$ cat src/hw/rtl/assert_macros.svh
// Assertion helpers for the RTL modules; timestamp_text_parse_validate includes them.
// Each macro expects signals named clk and rst_n in the enclosing scope.
`ifndef ASSERT_MACROS_SVH
`define ASSERT_MACROS_SVH

// Same-cycle implication check.
`define ASSERT_IMPL(lbl, ante, cons) \
    lbl: assert property (@(posedge clk) disable iff (!rst_n) (ante) |-> (cons)) \
        else $error("same-cycle implication check failed");

// Next-cycle implication check.
`define ASSERT_NEXT(lbl, ante, cons) \
    lbl: assert property (@(posedge clk) disable iff (!rst_n) (ante) |=> (cons)) \
        else $error("next-cycle implication check failed");

`endif

$ cat src/hw/rtl/tsp_pkg.sv
`timescale 1ns / 1ps
`default_nettype none

package tsp_pkg;

    // Input transaction: one character of the timestamp text
    typedef struct packed {
        logic [7:0] char_code;
        logic       first_char;
    } in_t;

    // Output transaction: one parsed and checked timestamp
    typedef struct packed {
        logic        date_ok;
        logic [13:0] year_value;
        logic [3:0]  month_value;
        logic [4:0]  day_value;
        logic [4:0]  hour_value;
        logic [5:0]  minute_value;
    } out_t;

    // Accumulated fields handed to the calendar checker
    typedef struct packed {
        logic [13:0] year;
        logic [6:0]  century;
        logic [6:0]  year_in_century;
        logic [6:0]  month;
        logic [6:0]  day;
        logic [6:0]  hour;
        logic [6:0]  minute;
    } date_fields_t;

    // Character codes
    localparam logic [7:0] CHAR_ZERO  = 8'h30;
    localparam logic [7:0] CHAR_NINE  = 8'h39;
    localparam logic [7:0] CHAR_DASH  = 8'h2D;
    localparam logic [7:0] CHAR_SLASH = 8'h2F;
    localparam logic [7:0] CHAR_COLON = 8'h3A;

    // Character positions in YYYY-MM-DD/HH:MM
    localparam logic [3:0] POS_YY_FIRST = 4'd2;
    localparam logic [3:0] POS_SEP_YM   = 4'd4;
    localparam logic [3:0] POS_SEP_MD   = 4'd7;
    localparam logic [3:0] POS_SEP_DT   = 4'd10;
    localparam logic [3:0] POS_SEP_HM   = 4'd13;
    localparam logic [3:0] POS_LAST     = 4'd15;

    // Calendar limits
    localparam logic [13:0] YEAR_MIN      = 14'd1000;
    localparam logic [13:0] YEAR_MAX      = 14'd9999;
    localparam logic [6:0]  MONTH_MAX     = 7'd12;
    localparam logic [6:0]  MONTH_FEB     = 7'd2;
    localparam logic [6:0]  MONTH_APR     = 7'd4;
    localparam logic [6:0]  MONTH_JUN     = 7'd6;
    localparam logic [6:0]  MONTH_SEP     = 7'd9;
    localparam logic [6:0]  MONTH_NOV     = 7'd11;
    localparam logic [6:0]  DAY_MAX       = 7'd31;
    localparam logic [6:0]  DAY_MAX_SHORT = 7'd30;
    localparam logic [6:0]  DAY_MAX_LEAP  = 7'd29;
    localparam logic [6:0]  DAY_MAX_FEB   = 7'd28;
    localparam logic [6:0]  HOUR_MAX      = 7'd23;
    localparam logic [6:0]  MINUTE_MAX    = 7'd59;

    // Multiply by ten and add one decimal digit, wrapping at 14 bits
    function automatic logic [13:0] dec_push14(input logic [13:0] acc, input logic [3:0] digit);
        return (acc << 3) + (acc << 1) + {10'd0, digit};
    endfunction

    // Multiply by ten and add one decimal digit, wrapping at 7 bits
    function automatic logic [6:0] dec_push7(input logic [6:0] acc, input logic [3:0] digit);
        return (acc << 3) + (acc << 1) + {3'd0, digit};
    endfunction

endpackage

`default_nettype wire

$ cat src/hw/rtl/timestamp_text_parse_validate.sv
// Throughput: one character per cycle, sustained, with no stall while out_stall is low.
// A character is held in the input register; the sixteenth character of a timestamp
// then loads the result register, which raises out_valid. A result held by out_stall
// blocks input only once the next sixteenth character reaches the input register.
// Reset clears the position counter, all accumulators and both valid flags.
`timescale 1ns / 1ps
`default_nettype none

module timestamp_text_parse_validate
    import tsp_pkg::*;
(
    input  wire        clk,
    input  wire        rst_n,
    input  wire        in_valid,
    output logic       in_stall,
    input  wire in_t   in_item,
    output logic       out_valid,
    input  wire        out_stall,
    output out_t       out_item
);

`include "assert_macros.svh"

    // Input register
    logic s0_valid_reg;
    in_t  s0_item_reg;

    // Parse state
    logic [3:0]  pos_reg;
    logic        bad_reg;
    logic [13:0] year_reg;
    logic [6:0]  cent_reg;
    logic [6:0]  yy_reg;
    logic [6:0]  month_reg;
    logic [6:0]  day_reg;
    logic [6:0]  hour_reg;
    logic [6:0]  minute_reg;

    // Result register
    logic out_valid_reg;
    out_t out_item_reg;

    logic [3:0]   base_pos;
    logic         is_digit;
    logic [3:0]   digit;
    logic         is_last;
    logic         s0_go;
    logic         bad_next;
    date_fields_t fields_next;
    logic         date_valid;
    logic         result_ok;
    out_t         out_item_next;

    // Restart from position zero on a start mark
    assign base_pos = s0_item_reg.first_char ? 4'd0 : pos_reg;
    assign is_last  = (base_pos == POS_LAST);
    assign is_digit = (s0_item_reg.char_code >= CHAR_ZERO) &&
                      (s0_item_reg.char_code <= CHAR_NINE);
    assign digit    = is_digit ? 4'(s0_item_reg.char_code - CHAR_ZERO) : 4'd0;

    // Advance the input register unless a finished result is blocked downstream
    assign s0_go    = s0_valid_reg && (!is_last || !out_valid_reg || !out_stall);
    assign in_stall = s0_valid_reg && !s0_go;

    // Check the separator or push the digit into its field
    always_comb
    begin
        if (s0_item_reg.first_char)
        begin
            bad_next    = 1'b0;
            fields_next = '0;
        end
        else
        begin
            bad_next                    = bad_reg;
            fields_next.year            = year_reg;
            fields_next.century         = cent_reg;
            fields_next.year_in_century = yy_reg;
            fields_next.month           = month_reg;
            fields_next.day             = day_reg;
            fields_next.hour            = hour_reg;
            fields_next.minute          = minute_reg;
        end

        case (base_pos)
            POS_SEP_YM, POS_SEP_MD:
            begin
                if (s0_item_reg.char_code != CHAR_DASH)
                begin
                    bad_next = 1'b1;
                end
            end
            POS_SEP_DT:
            begin
                if (s0_item_reg.char_code != CHAR_SLASH)
                begin
                    bad_next = 1'b1;
                end
            end
            POS_SEP_HM:
            begin
                if (s0_item_reg.char_code != CHAR_COLON)
                begin
                    bad_next = 1'b1;
                end
            end
            default:
            begin
                if (!is_digit)
                begin
                    bad_next = 1'b1;
                end
                else if (base_pos < POS_SEP_YM)
                begin
                    fields_next.year = dec_push14(fields_next.year, digit);
                    if (base_pos < POS_YY_FIRST)
                    begin
                        fields_next.century = dec_push7(fields_next.century, digit);
                    end
                    else
                    begin
                        fields_next.year_in_century =
                            dec_push7(fields_next.year_in_century, digit);
                    end
                end
                else if (base_pos < POS_SEP_MD)
                begin
                    fields_next.month = dec_push7(fields_next.month, digit);
                end
                else if (base_pos < POS_SEP_DT)
                begin
                    fields_next.day = dec_push7(fields_next.day, digit);
                end
                else if (base_pos < POS_SEP_HM)
                begin
                    fields_next.hour = dec_push7(fields_next.hour, digit);
                end
                else
                begin
                    fields_next.minute = dec_push7(fields_next.minute, digit);
                end
            end
        endcase
    end

    tsp_calendar_chk u_calendar_chk (
        .fields     (fields_next),
        .date_valid (date_valid)
    );

    // Build the result, zeroed when any check fails
    always_comb
    begin
        result_ok = !bad_next && date_valid;
        if (result_ok)
        begin
            out_item_next.date_ok      = 1'b1;
            out_item_next.year_value   = fields_next.year;
            out_item_next.month_value  = fields_next.month[3:0];
            out_item_next.day_value    = fields_next.day[4:0];
            out_item_next.hour_value   = fields_next.hour[4:0];
            out_item_next.minute_value = fields_next.minute[5:0];
        end
        else
        begin
            out_item_next = '0;
        end
    end

    // Load the input register
    always_ff @(posedge clk or negedge rst_n)
    begin
        if (!rst_n)
        begin
            s0_valid_reg <= 1'b0;
        end
        else if (!in_stall)
        begin
            s0_valid_reg <= in_valid;
        end
    end

    always_ff @(posedge clk)
    begin
        if (in_valid && !in_stall)
        begin
            s0_item_reg <= in_item;
        end
    end

    // Advance the parse state; clear it after the last character
    always_ff @(posedge clk or negedge rst_n)
    begin
        if (!rst_n)
        begin
            pos_reg    <= 4'd0;
            bad_reg    <= 1'b0;
            year_reg   <= 14'd0;
            cent_reg   <= 7'd0;
            yy_reg     <= 7'd0;
            month_reg  <= 7'd0;
            day_reg    <= 7'd0;
            hour_reg   <= 7'd0;
            minute_reg <= 7'd0;
        end
        else if (s0_go)
        begin
            if (is_last)
            begin
                pos_reg    <= 4'd0;
                bad_reg    <= 1'b0;
                year_reg   <= 14'd0;
                cent_reg   <= 7'd0;
                yy_reg     <= 7'd0;
                month_reg  <= 7'd0;
                day_reg    <= 7'd0;
                hour_reg   <= 7'd0;
                minute_reg <= 7'd0;
            end
            else
            begin
                pos_reg    <= base_pos + 4'd1;
                bad_reg    <= bad_next;
                year_reg   <= fields_next.year;
                cent_reg   <= fields_next.century;
                yy_reg     <= fields_next.year_in_century;
                month_reg  <= fields_next.month;
                day_reg    <= fields_next.day;
                hour_reg   <= fields_next.hour;
                minute_reg <= fields_next.minute;
            end
        end
    end

    // Load the result register; drop valid once the transaction is taken
    always_ff @(posedge clk or negedge rst_n)
    begin
        if (!rst_n)
        begin
            out_valid_reg <= 1'b0;
        end
        else if (s0_go && is_last)
        begin
            out_valid_reg <= 1'b1;
        end
        else if (!out_stall)
        begin
            out_valid_reg <= 1'b0;
        end
    end

    always_ff @(posedge clk)
    begin
        if (s0_go && is_last)
        begin
            out_item_reg <= out_item_next;
        end
    end

    assign out_valid = out_valid_reg;
    assign out_item  = out_item_reg;

    // Input backs up only behind a blocked result
    `ASSERT_IMPL(a_stall_cause, in_stall, out_valid_reg && out_stall && is_last)
    // The last character always produces a result and restarts the position
    `ASSERT_NEXT(a_last_result, s0_go && is_last, out_valid_reg && (pos_reg == 4'd0))
    // A failed timestamp carries all-zero fields
    `ASSERT_IMPL(a_fail_zero, out_valid_reg && !out_item_reg.date_ok,
                 out_item_reg == '0)
    // A passed timestamp has a plausible date
    `ASSERT_IMPL(a_ok_range, out_valid_reg && out_item_reg.date_ok,
                 (out_item_reg.year_value >= YEAR_MIN) &&
                 (out_item_reg.month_value != 4'd0) && (out_item_reg.day_value != 5'd0))

endmodule

`default_nettype wire

$ cat src/hw/rtl/tsp_calendar_chk.sv
`timescale 1ns / 1ps
`default_nettype none

module tsp_calendar_chk
    import tsp_pkg::*;
(
    input  wire date_fields_t fields,
    output logic              date_valid
);

    logic leap_year;
    logic short_month;
    logic day_fits;

    // Leap year: divisible by 4 and not by 100, or divisible by 400.
    // With a two-digit split, 100 divides the year when the low pair is zero,
    // and then 400 divides it when 4 divides the century.
    always_comb
    begin
        if (fields.year_in_century == 7'd0)
        begin
            leap_year = (fields.century[1:0] == 2'd0);
        end
        else
        begin
            leap_year = (fields.year_in_century[1:0] == 2'd0);
        end
    end

    // Apply the per-month day limit
    always_comb
    begin
        short_month = (fields.month == MONTH_APR) || (fields.month == MONTH_JUN) ||
                      (fields.month == MONTH_SEP) || (fields.month == MONTH_NOV);
        if (fields.month == MONTH_FEB)
        begin
            day_fits = leap_year ? (fields.day <= DAY_MAX_LEAP) : (fields.day <= DAY_MAX_FEB);
        end
        else if (short_month)
        begin
            day_fits = (fields.day <= DAY_MAX_SHORT);
        end
        else
        begin
            day_fits = (fields.day <= DAY_MAX);
        end
    end

    // Combine range checks
    assign date_valid = (fields.year >= YEAR_MIN) && (fields.year <= YEAR_MAX) &&
                        (fields.month != 7'd0) && (fields.month <= MONTH_MAX) &&
                        (fields.day != 7'd0) && day_fits &&
                        (fields.hour <= HOUR_MAX) && (fields.minute <= MINUTE_MAX);

endmodule

`default_nettype wire

$ cat config.mk
export PLATFORM = sky130hd
export DESIGN_NAME = timestamp_text_parse_validate
export DESIGN_NICKNAME = d
export VERILOG_FILES = /design/src/hw/rtl/tsp_pkg.sv /design/src/hw/rtl/timestamp_text_parse_validate.sv /design/src/hw/rtl/tsp_calendar_chk.sv
export VERILOG_INCLUDE_DIRS = /design/src /design/src/hw/rtl
export SDC_FILE = /design/constraint.sdc
export NUM_CORES = 1
export LEC_CHECK = 0
export ABC_AREA = 1
export BUFFER_PORTS_ARGS = -buffer_cell sky130_fd_sc_hd__buf_4
export CAP_MARGIN = 20
export CORE_ASPECT_RATIO = 1.1
export CORE_MARGIN = 2
export CORE_UTILIZATION = 40
export CTS_BUF_LIST = sky130_fd_sc_hd__clkbuf_16
export DETAILED_ROUTE_END_ITERATION = 7
export PLACE_DENSITY_LB_ADDON = 0.12
export SLEW_MARGIN = 30
export SYNTH_ARGS = -nofsm -noshare
export SYNTH_HDL_FRONTEND = slang
export SYNTH_HIERARCHICAL = 1
export SYNTH_SLANG_ARGS = --single-unit
$ cat constraint.sdc
create_clock -name clk -period 5.4 [get_ports clk]
set_clock_uncertainty 0.2 [all_clocks]
set_input_delay 0 -clock clk [delete_from_list [all_inputs] [get_ports clk]]
set_output_delay 0 -clock clk [all_outputs]
set_load 0.01 [all_outputs]
# Yosys cells after proc, flatten, opt, wreduce, memory -nomap -nowiden

Index checks and enable logic that the tools add are counted.

Output and inout port bits: 37
Register bits after elaboration: 107
Logic and storage cells: 133
Input bits: 13

Add/sub/neg operators: 16
Multiplexer cells: 37
Equality and inequality tests: 14
Order comparisons: 16
Reductions and logical operators: 31

Operators by type and width:

| kind                                                                                  | count |
|---|---|
| 56-bit two-way mux                                                                    | 3 |
| 7-bit two-way mux                                                                     | 12 |
| 28-bit two-way mux                                                                    | 2 |
| 7-bit by 4-bit adder with 7-bit output                                                | 6 |
| 7-bit adder                                                                           | 6 |
| 7-bit by 5-bit <= comparator with 1-bit output, second input constant                 | 5 |
| 35-bit two-way mux                                                                    | 1 |
| 14-bit two-way mux                                                                    | 2 |
| 8-bit by 6-bit inequality test with 1-bit output, second input constant               | 3 |
| 21-bit two-way mux                                                                    | 1 |
| 14-bit adder                                                                          | 1 |
| 14-bit by 4-bit adder with 14-bit output                                              | 1 |
| 7-bit by 3-bit equality test with 1-bit output, second input constant                 | 2 |
| 7-bit by 4-bit equality test with 1-bit output, second input constant                 | 2 |
| 14-bit by 10-bit greater-or-equal comparator with 1-bit output, second input constant | 1 |
| 14-bit <= comparator, second input constant                                           | 1 |
| 7-bit nonzero test                                                                    | 2 |
| 1-bit logical AND                                                                     | 13 |
| 4-bit equality test, second input constant                                            | 3 |
| 1-bit two-way mux                                                                     | 12 |
| 4-bit two-way mux                                                                     | 3 |
| 4-bit by 3-bit equality test with 1-bit output, second input constant                 | 2 |
| 8-bit by 6-bit greater-or-equal comparator with 1-bit output, second input constant   | 1 |
| 8-bit by 6-bit <= comparator with 1-bit output, second input constant                 | 1 |
| 16 further kinds                                                                      | 28 |

# Longest topological paths before layout

Gate-level depths: netlist of the first run.

Word-level depth: 21
Depth in mapped cells: 35
Gate-level depth less buffers: 34

# By module

The synthesis of the first run kept the hierarchy.

Modules (own cells, without submodules):

| module                        | cells each | seq. area each (µm²) | times used | area each (µm²) |
|---|---|---|---|---|
| timestamp_text_parse_validate | 1065       | 2897.8               | 1          | 7862.5 |
| tsp_calendar_chk              | 80         | 0.0                  | 1          | 340.3 |

# Worst setup path after synthesis of the first run

Ideal clock, no wire load.

Path type: register to register
Start point: reg s0_item_reg[8] in the netlist's numbering
End point: reg out_item_reg, in the netlist out_item[4], data pin
Buffers on the path: 1
Period minus slack after synthesis: 4.299 ns
Required time: 5.062 ns
Stages on the path, launching flop included: 26
Slack: 1.101 ns
Setup time: 0.138 ns
Arrival time: 3.961 ns
Cells stage by stage: edfxtp_1 nor2_1 nand2_1 nor2_2 inv_1 nor2_1 fa_1 fa_1 nand2_1 nand2_1 a21oi_1 inv_1 nand3_1 nand2_1 nand3_1 nand2_1 nor2_4 inv_2 nor2_1 nand3_1 nand3_1 nand2_1 nor2_1 nand3_4 buf_6 nor2_1

RTL lines:

| what                   | RTL line                             | source |
|---|---|---|
| from (decl)            | timestamp_text_parse_validate.sv:26  | `in_t s0_item_reg;` |
| from (signal assigned) | timestamp_text_parse_validate.sv:187 | `s0_item_reg <= in_item;` |
| to (signal assigned)   | timestamp_text_parse_validate.sv:256 | `out_item_reg <= out_item_next;` |
| to (decl)              | timestamp_text_parse_validate.sv:41  | `out_t out_item_reg;` |

==> results.env, run 1 <==
PORTBUFFERS=49
SWSHARE_PCT=25.4
POST-ROUTE-PERIOD-UTIL_PCT=91.1
LARGEST_NET_DEGREE_AT_THE_START_OF_GLOBAL_ROUTING=59
WL_UM=19400
DRTPASS1ITERATIONS=6
CLKLATENCYLATEPIN_PS=360
MIN_PATH_TYPE='input pin to asynchronous set/reset pin'
WORSTSETUPENDPOINT='out_item[21]'
HOLD_VIOLATIONS_FINAL=0
DRC_VIOLATIONS_LEFT=0
REPORT.POWER.TOTAL_uW=1640
TRANSITION_TIME_AT_THE_PIN_WITH_THE_LEAST_SLEW_MARGIN_PS=878
R2R-START='s0_item_reg[2]'
LARGEST_REGISTER_FFS=35
CTS-ROOT-TO-SINK-BUFFERS=2
CRIT_PATH_LAUNCH_TYPE='flop'
LAYOUT-AREA-OVERHEAD-VS-SYNTH_PCT=13.2
GRT_SETUP_UNREPAIRED='no'
POWER.SHARE.CLOCK_PCT=39.8
WORST_VDD_RAIL_IR_DROP_mV=0.153
CTSRESIZECOUNT=0
CLOCK-ROOT-BUFFER='clkbuf_16'
NETSWITCHINGPOWER_uW=417
SETUP.WORST_PATH.CLASS='flop to flop'
NUMBER_OF_BUFFERS_CREATED_BY_CTS=9
STATUS='finished, final reports clean'
ANTENNA_VIOLATIONS_BEFORE_REPAIR=0
POST-CTS-SETUP-BUFFER-COUNT=0
TOTALNEGATIVESETUPSLACK_PS=0
GRT.OVERFLOW.TOTAL=0
GR-USAGE-ALL-LAYERS_PCT=20.5
POST-ROUTE-MIN-PERIOD_PS=4920
AVGVIACOUNTPERCELL=4.81
TIMING_MAX_TRANSITION_VIOLATIONS_FINAL=0
P_SEQ_SHARE_PCT=50.7
TOP_LEVEL_PORTS=50
INITIAL_CORE_UTIL_PCT=40.5
GRT_PASS1_VIAS=6366
CP_NUM_CELLS=25
FLOORPLAN.ROWS=53
MAX_H_TREE_LEVEL=3
CPMOSTUSEDCELL='nor2_1'
SYN_INST=1068
TRITONCTS='done'
SETUP_VIOL_COUNT_FINAL=0
DETAILED_PLACE_HPWL_UM=14200
CRIT_PATH_MAX_FANOUT=35
DRIVE_ABOVE_1_SHARE_PCT=9.70
R2R_SETUP_SLACK_PS=480
WORST_EP_ARRIVAL_TIME_PS=4910
FINISH.NET_COUNT=1205
CP_TOP_FAMILY='simple AND/OR/NAND/NOR gates'
CRITPATHLAUNCH='s0_item_reg[2]'
INTPOWER_uW=1220
SYNTH.AVG_CELL_AREA_UM2=7.20
DIEHEIGHT_UM=149
WL_PER_CELL_UM=14.1
GLOBALPLACE.CONGESTION=0.869
MAX_STAGE_DELAY_PS=470
ANTENNA_CELLS_INSERTED=0
R2R-END='out_item[21]'
POWER.SHARE.COMBINATIONAL_PCT=9.5
TIMING.MAX_CAP.VIOLATIONS=0
WORST_PATH_MAX_DELAY_CELL='fa_1'
NUMCLOCKSINKS=102
NUM-FILL-CELLS=1990
CP.REQUIRED_PS=5390
CELLS_ON_WORST_REG2REG_PATH=25
SYNTHESIS.AREA_UM2=7690
ANTENNA_VIOLATING_NETS_LEFT=0
POWER.STATIC_LEAKAGE_uW=0.00471
DIE-AREA_UM2=20400
NET_COUNT_AFTER_SYNTHESIS=1154
NUM_VIAS=6600
DIE-WIDTH_UM=136
WORSTSETUPENDPOINTTYPE='flop'
CELLPOWERDENSITY_nW_PER_UM2=188
WORST_SETUP_HOLD_PATH_CLK_SLEW_PS=70
GRT_FIRST_PASS_WIRELENGTH_UM=32500
TIMING.SLEW.HEADROOM_PCT=41.3
CRITICAL_PATH_BUF_INV_COUNT=4
FMAXACHIEVABLE_MHz=203
HOLD_WS_PS=79.9
INITIALDRTVIOLATIONCOUNT=388
YOSYSWARNINGCOUNT=6
COREAREA_UM2=19000
==> cell type report <==
type	instances	area [um2]	share of cell area, %
Clock buffer	9	225	2.59
Clock inverter	7	58.8	0.676
Inverter	164	618	7.10
Multi-Input combinational cell	775	4150	47.7
Sequential cell	102	2770	31.9
Tap cell	247	309	3.55
Timing Repair Buffer	67	566	6.50
==> repair_timing <==
item                                    4_1_cts  5_1_grt
hold endpoints to repair                     78        0
hold buffers                                 12        0
endpoints found under the setup margin        0        0
==> per-stage QoR <==
step | instance area, um2 | cells | setup WS [ps] | utilization [%]
after floorplan | 7690 | 1068 | 1170 | -
after global placement | 8270 | 1342 | 651 | 43.6
after detailed placement | 8300 | 1343 | 498 | 43.8
after CTS | 8700 | 1371 | 458 | 45.9
after global routing | 8700 | 1371 | 0.123 | 45.9
final | 8700 | 1371 | 482 | 45.9
==> power by group through the flow <==
stage	sequential, uW	combinational [uW]	clock [uW]
global route	832	178	694
global placement	846	151	0
floorplan	843	99.4	0
finish	831	156	652
detailed placement	846	151	0
CTS	830	158	664
==> layout by cell type (no fill, tap or decap), drive strengths merged, types with 4 or more instances in the layout <==
cell type and n:
xnor2 7, dlygate4sd3 12, nand2 359, o21a 5
buf 55, o21ai 51, inv 164, dfrtp 58
nand4 7, nand3 79, edfxtp 44, xor2 10
a21oi 15, fa 12, nand3b 8, clkbuf 9
or2 9, clkinv 5, and2 4, ha 61
nor2 130, nor3 6, o22ai 10
==> routing by layer <==
| layer | global-route usage [%] | vias up | routed length [um] |
|---|---|---|---|
| met5 | 0 | - | 0 |
| met4 | 5.36 | 0 | 316 |
| met3 | 2.41 | 19 | 633 |
| met2 | 33.0 | 126 | 8840 |
| met1 | 29.2 | 2999 | 9600 |
| li1 | - | 3456 | - |
==> worst min path at each step <==
stage / to / slack, ps / cells past startpoint
2_1_floorplan: bad_reg / -500 / 0
3_3_place_gp: year_reg[8] / -60 / 1
3_5_place_dp: year_reg[8] / -60 / 1
4_1_cts: year_reg[8] / 110 / 2
5_1_grt: s0_item_reg[8] / 150 / 2
6_report: year_reg[8] / 80 / 2
(Power assumes the default switching activity.)
==> inputs of run 2 (changes only) <==
CAP_MARGIN = 5   (was 20)
CTS_BUF_LIST = sky130_fd_sc_hd__clkbuf_8   (was sky130_fd_sc_hd__clkbuf_16)
==> run 2 against run 1 <==
- final area down 1.0%
- routed wire length is 0.11% higher
- flip-flop and latch count did not move
- non-clock buffer count did not move
- core utilization decreased by 0.47 points
==> results.env, run 2 (same netlist as run 1, synthesis figures left out) <==
CP_TOP_FAMILY='simple AND/OR/NAND/NOR gates'  # unchanged
MAX_H_TREE_LEVEL=3  # unchanged
DRIVE_ABOVE_1_SHARE_PCT=9.88  # was 9.70%
FLOORPLAN.ROWS=53  # unchanged
TIMING.MAX_CAP.VIOLATIONS=0  # unchanged
MOST-COMMON-LAYOUT-CELLS='nand2_1, inv_1, nor2_1'  # unchanged
CLKLATENCYLATEPIN_PS=390  # was 360 ps
GRT.OVERFLOW.TOTAL=0  # unchanged
DRC_VIOLATIONS_LEFT=0  # unchanged
GLOBALPLACE.CONGESTION=0.869  # unchanged
LARGEST_NET_DEGREE_AT_THE_START_OF_GLOBAL_ROUTING=59  # unchanged
NUMBER_OF_CELLS_AFTER_DETAILED_PLACEMENT=1343  # unchanged
LAYOUT.CELLS.NON_FILLER=1371  # unchanged
DETAILED_PLACE_HPWL_UM=14200  # unchanged
ANTENNA_VIOLATING_NETS_LEFT=0  # unchanged
CLOCK-ROOT-BUFFER='clkbuf_8'  # was clkbuf_16
WORSTSETUPENDPOINTTYPE='flop'  # unchanged
DIE-WIDTH_UM=136  # unchanged
POST-CTS-SETUP-BUFFER-COUNT=0  # unchanged
INITIALDRTVIOLATIONCOUNT=405  # was 388
TIMING_MAX_TRANSITION_VIOLATIONS_FINAL=0  # unchanged
NUMCLOCKSINKS=102  # unchanged
FMAXACHIEVABLE_MHz=207  # was 203 MHz
WORST_EP_ARRIVAL_TIME_PS=4850  # was 4910 ps
CRIT_PATH_MAX_FANOUT=35  # unchanged
PORTBUFFERS=49  # unchanged
COREAREA_UM2=19000  # unchanged
TRANSITION_TIME_AT_THE_PIN_WITH_THE_LEAST_SLEW_MARGIN_PS=890  # was 878 ps
WL_UM=19400  # about the same
CPMOSTUSEDCELL='nand2_1'  # was nor2_1
INITIAL_CORE_UTIL_PCT=40.5  # unchanged
CRIT_PATH_LAUNCH_TYPE='flop'  # unchanged
NUMBER_OF_BUFFERS_CREATED_BY_CTS=9  # unchanged
WORST_VDD_RAIL_IR_DROP_mV=0.107  # was 0.153 mV
DRTPASS1ITERATIONS=5  # was 6
GR-USAGE-ALL-LAYERS_PCT=20.4  # was 20.5%
WL_PER_CELL_UM=14.2  # was 14.1 um
DIE-AREA_UM2=20400  # unchanged
LARGEST_REGISTER_FFS=35  # unchanged
MAX_STAGE_DELAY_PS=440  # was 470 ps
NUM_VIAS=6584  # was 6600
STATUS='finished, final reports clean'  # unchanged
CTS-ROOT-TO-SINK-BUFFERS=2  # unchanged
POST-ROUTE-PERIOD-UTIL_PCT=89.5  # was 91.1%
POWER.STATIC_LEAKAGE_uW=0.00467  # was 0.00471 uW
POST-ROUTE-MIN-PERIOD_PS=4830  # was 4920 ps
LAYOUT_COMMONEST_CELL='nand2_1'  # unchanged
LAYOUT-AREA-OVERHEAD-VS-SYNTH_PCT=12.0  # was 13.2%
GRT_SETUP_UNREPAIRED='no'  # unchanged
SETUP_VIOL_COUNT_FINAL=0  # unchanged
NUM-FILL-CELLS=1997  # was 1990
TOP_LEVEL_PORTS=50  # unchanged
TRITONCTS='done'  # unchanged
AVGVIACOUNTPERCELL=4.80  # was 4.81
TIMING.SLEW.HEADROOM_PCT=40.6  # was 41.3%
WORST_SETUP_HOLD_PATH_CLK_SLEW_PS=100  # was 70 ps
CRITICAL_PATH_BUF_INV_COUNT=7  # was 4
DIEHEIGHT_UM=149  # unchanged
MIN_PATH_TYPE='input pin to asynchronous set/reset pin'  # unchanged
ANTENNA_VIOLATIONS_BEFORE_REPAIR=0  # unchanged
CELLPOWERDENSITY_nW_PER_UM2=173  # was 188 nW/um2
SETUP.WORST_PATH.CLASS='flop to flop'  # unchanged
CP.REQUIRED_PS=5420  # was 5390 ps
ANTENNA_CELLS_INSERTED=0  # unchanged
WORST_PATH_MAX_DELAY_CELL='edfxtp_1'  # was fa_1
FINISH.NET_COUNT=1205  # unchanged
GRT_PASS1_VIAS=6367  # was 6366
GRT_FIRST_PASS_WIRELENGTH_UM=32400  # was 32500 um
TOTALNEGATIVESETUPSLACK_PS=0  # unchanged
HOLD_VIOLATIONS_FINAL=0  # unchanged
[run 2: layout make-up]
class	count	area [um2]	area share [%]
clock buffers	10	138	1.60
multi-input cells	775	4160	48.2
repair buffers	67	566	6.56
well taps	247	309	3.59
inverters	164	618	7.18
flip-flops and latches	102	2770	32.2
clock inverters	6	55.1	0.639
[run 2: through the flow]
stage               total power, uW  setup WS [ps]  hold slack, ps  instance area [um2]  util [%]
global placement                997            651           -56.2                 8270      43.6
floorplan                       943           1170            -496                 7690         -
global route                   1550           5.40             117                 8610      45.4
detailed placement              997            498           -59.9                 8300      43.8
finish                         1490            566            40.0                 8610      45.4
CTS                            1500            449            68.1                 8610      45.4
[run 2: where the power goes]
part           leakage [uW]  total, uW  switching (uW)  internal [uW]
combinational       0.00340        156             108           48.2
sequential          0.00117        830            10.0            820
clock              0.000105        505             282            223
total               0.00467       1490             400           1090
[run 2: worst paths after layout]
path / from / cells after the start / end / slack (ps)
worst max register to register: s0_item_reg[2] / 30 / out_item[21] / 570
max in group asynchronous: rst_n / 2 / day_reg[5] / 4410
worst min register to register: year_reg[13] / 2 / year_reg[13] / 290
min in group clk: in_item[4] / 2 / s0_item_reg[4] / 120
worst min-delay path: rst_n / 2 / cent_reg[1] / 40
worst max-delay path: s0_item_reg[2] / 30 / out_item[21] / 570
[run 2: per-layer routing]
| layer | share of wire (%) | up-vias | global-route usage [%] |
|---|---|---|---|
| met5 | 0 | - | 0 |
| met4 | 1.5 | 0 | 5.21 |
| met3 | 3.6 | 18 | 2.30 |
| met2 | 45 | 112 | 33.0 |
| met1 | 50 | 2995 | 29.1 |
| li1 | - | 3459 | - |
[run 2: what timing repair did]
item,in CTS,in global routing
setup endpoints to repair,0,5
hold buffers,12,0
gates resized for setup,0,1
hold endpoints to repair,78,0
==> inputs of run 3 (changes only) <==
clock period = 4.9 ns   (was 5.4 ns; I/O delays follow)
==> run 3 against run 2 <==
- total power increased by 14%
- fmax increased by 9.6%
- non-clock buffer count increased by 7
- clock power increased by 22%
- combinational power increased by 12%
- largest cell class unchanged
==> results.env, run 3 (same netlist as run 1, synthesis figures left out) <==
STATUS='finished, final reports clean'  # unchanged
DIEHEIGHT_UM=149  # unchanged
WORSTSETUPENDPOINTTYPE='flop'  # unchanged
DETAILED_PLACE_HPWL_UM=14500  # was 14200 um
FF_LATCH_AREA_UM2=2770  # unchanged
COREAREA_UM2=19000  # unchanged
DRC_VIOLATIONS_LEFT=0  # unchanged
SETUP_VIOL_COUNT_FINAL=0  # unchanged
AVGVIACOUNTPERCELL=4.82  # was 4.80
ANTENNA_CELLS_INSERTED=0  # unchanged
SETUP.WORST_PATH.CLASS='flop to flop'  # unchanged
FLOORPLAN.ROWS=53  # unchanged
P_SEQ_SHARE_PCT=53.6  # was 55.7%
INITIAL_CORE_UTIL_PCT=40.5  # unchanged
TOP_LEVEL_PORTS=50  # unchanged
CPMOSTUSEDCELL='nand2_1'  # unchanged
FINISH.NET_COUNT=1213  # was 1205
LAYOUT_COMMONEST_CELL='nand2_1'  # unchanged
NUM-FILL-CELLS=1990  # was 1997
NUM_VIAS=6645  # was 6584
MULTI_INPUT_AREA_UM2=4170  # was 4160 um2
MAX_STAGE_DELAY_PS=480  # was 440 ps
CLKLATENCYLATEPIN_PS=380  # was 390 ps
TRITONCTS='done'  # unchanged
ANTENNA_VIOLATIONS_BEFORE_REPAIR=0  # unchanged
POWER.STATIC_LEAKAGE_uW=0.00472  # was 0.00467 uW
POWER.SHARE.CLOCK_PCT=36.1  # was 33.9%
CTS-ROOT-TO-SINK-BUFFERS=2  # unchanged
WORST_VDD_RAIL_IR_DROP_mV=0.165  # was 0.107 mV
CLOCK-ROOT-BUFFER='clkbuf_8'  # unchanged
CRIT_PATH_LAUNCH_TYPE='flop'  # unchanged
NETSWITCHINGPOWER_uW=446  # was 400 uW
FMAXACHIEVABLE_MHz=227  # was 207 MHz
WORST_EP_ARRIVAL_TIME_PS=4440  # was 4850 ps
NUMCLOCKSINKS=102  # unchanged
POWER.SHARE.COMBINATIONAL_PCT=10.3  # was 10.5%
TRANSITION_TIME_AT_THE_PIN_WITH_THE_LEAST_SLEW_MARGIN_PS=840  # was 890 ps
SWSHARE_PCT=26.2  # was 26.8%
GRT.OVERFLOW.TOTAL=0  # unchanged
WORST_SETUP_HOLD_PATH_CLK_SLEW_PS=100  # about the same
TOTALNEGATIVESETUPSLACK_PS=0  # unchanged
CELLPOWERDENSITY_nW_PER_UM2=195  # was 173 nW/um2
GRT_PASS1_VIAS=6316  # was 6367
INITIALDRTVIOLATIONCOUNT=496  # was 405
LARGEST_REGISTER_FFS=35  # unchanged
TIMING.SLEW.HEADROOM_PCT=44.0  # was 40.6%
NUMBER_OF_BUFFERS_CREATED_BY_CTS=9  # unchanged
DIE-AREA_UM2=20400  # unchanged
ANTENNA_VIOLATING_NETS_LEFT=0  # unchanged
INTPOWER_uW=1260  # was 1090 uW
REPORT.POWER.TOTAL_uW=1710  # was 1490 uW
WORST_PATH_MAX_DELAY_CELL='fa_1'  # was edfxtp_1
HOLD_VIOLATIONS_FINAL=0  # unchanged
GLOBALPLACE.CONGESTION=0.814  # was 0.869
CP.REQUIRED_PS=4930  # was 5420 ps
LARGEST_NET_DEGREE_AT_THE_START_OF_GLOBAL_ROUTING=59  # unchanged
DIE-WIDTH_UM=136  # unchanged
CRIT_PATH_MAX_FANOUT=18  # was 35
LAYOUT-AREA-OVERHEAD-VS-SYNTH_PCT=13.7  # was 12.0%
DRIVE_ABOVE_1_SHARE_PCT=10.5  # was 9.88%
DRTPASS1ITERATIONS=5  # unchanged
GR-USAGE-ALL-LAYERS_PCT=20.3  # was 20.4%
WL_UM=19900  # was 19400 um
TIMING_MAX_TRANSITION_VIOLATIONS_FINAL=0  # unchanged
GRT_FIRST_PASS_WIRELENGTH_UM=32000  # was 32400 um
TIMING.MAX_CAP.VIOLATIONS=0  # unchanged
MAX_H_TREE_LEVEL=3  # unchanged
POST-ROUTE-PERIOD-UTIL_PCT=90.0  # was 89.5%
FINAL_CORE_UTIL_PCT=46.1  # was 45.4%
GRT_SETUP_UNREPAIRED='no'  # unchanged
MIN_PATH_TYPE='input pin to asynchronous set/reset pin'  # unchanged
WL_PER_CELL_UM=14.4  # was 14.2 um
PORTBUFFERS=49  # unchanged
MOST-COMMON-LAYOUT-CELLS='nand2_1, inv_1, nor2_1'  # unchanged
POST-ROUTE-MIN-PERIOD_PS=4410  # was 4830 ps
## run 3: cell types whose count changed in the layout (fill, tap and decap cells not counted)
cell | before | now
clkinv_2 | 2 | 1
nand3_4 | 1 | 2
clkinv_1 | 2 | 3
buf_4 | 53 | 57
bufinv_16 | 1 | 2
clkinv_4 | 0 | 1
inv_1 | 144 | 142
dlygate4sd3_1 | 12 | 13
buf_12 | 1 | 3
## run 3: metal layers
layer / up-vias / GRT usage (%) / wire length, um
met5: - / 0 / 0
met4: 0 / 6.09 / 375
met3: 23 / 2.34 / 625
met2: 113 / 32.7 / 9090
met1: 3033 / 28.5 / 9780
li1: 3476 / - / -
## run 3: power by group through the flow
| stage | combinational [uW] | clock (uW) | sequential, uW |
|---|---|---|---|
| after global routing | 198 | 667 | 917 |
| after floorplan | 110 | 0 | 929 |
| after global placement | 168 | 0 | 933 |
| after detailed placement | 167 | 0 | 933 |
| final | 175 | 615 | 915 |
| after CTS | 176 | 633 | 915 |
## run 3: final timing paths
path                                startpoint             end  slack, ps  depth (start not counted)
worst min register to register      day_reg[2]      day_reg[2]        290                          2
worst min-delay path                     rst_n    year_reg[11]         40                          2
max in group asynchronous                rst_n       out_valid       3900                          2
worst max register to register  s0_item_reg[8]    out_item[33]        490                         26
worst max-delay path            s0_item_reg[8]    out_item[33]        490                         26
min in group clk                    in_item[0]  s0_item_reg[0]        130                          2
## run 3: layout make-up
cell class,instances,share of cell area (%)
inverter,164,7.07
tap,247,3.54
clock inverter,6,0.973
sequential,102,31.7
timing repair buffer,74,7.39
clock buffer,10,1.57
multi-input combinational,776,47.7
## run 3: stage by stage
step / hold slack [ps] / setup WS [ps] / instances / instance area, um2
5_1_grt: 119 / 63.3 / 1379 / 8740
3_5_place_dp: -50.0 / 332 / 1347 / 8330
3_3_place_gp: -53.4 / 455 / 1346 / 8300
2_1_floorplan: -496 / 670 / 1068 / 7690
4_1_cts: 69.6 / 290 / 1376 / 8680
6_report: 41.1 / 488 / 1379 / 8740
## run 3: critical path: cells and delay by family (launching register included)
| family | cells | cell delay, ps |
|---|---|---|
| buf+inv | 5 | 610 |
| flops | 1 | 370 |
| simple gates | 18 | 1930 |
| fa+ha+maj | 2 | 960 |
| compound gates | 1 | 170 |
## run 3: what timing repair did
item	4_1_cts	5_1_grt
endpoints found under the hold margin	78	0
resized for setup	0	2
setup buffers	0	2
setup endpoints to repair	0	34
hold buffers	13	0
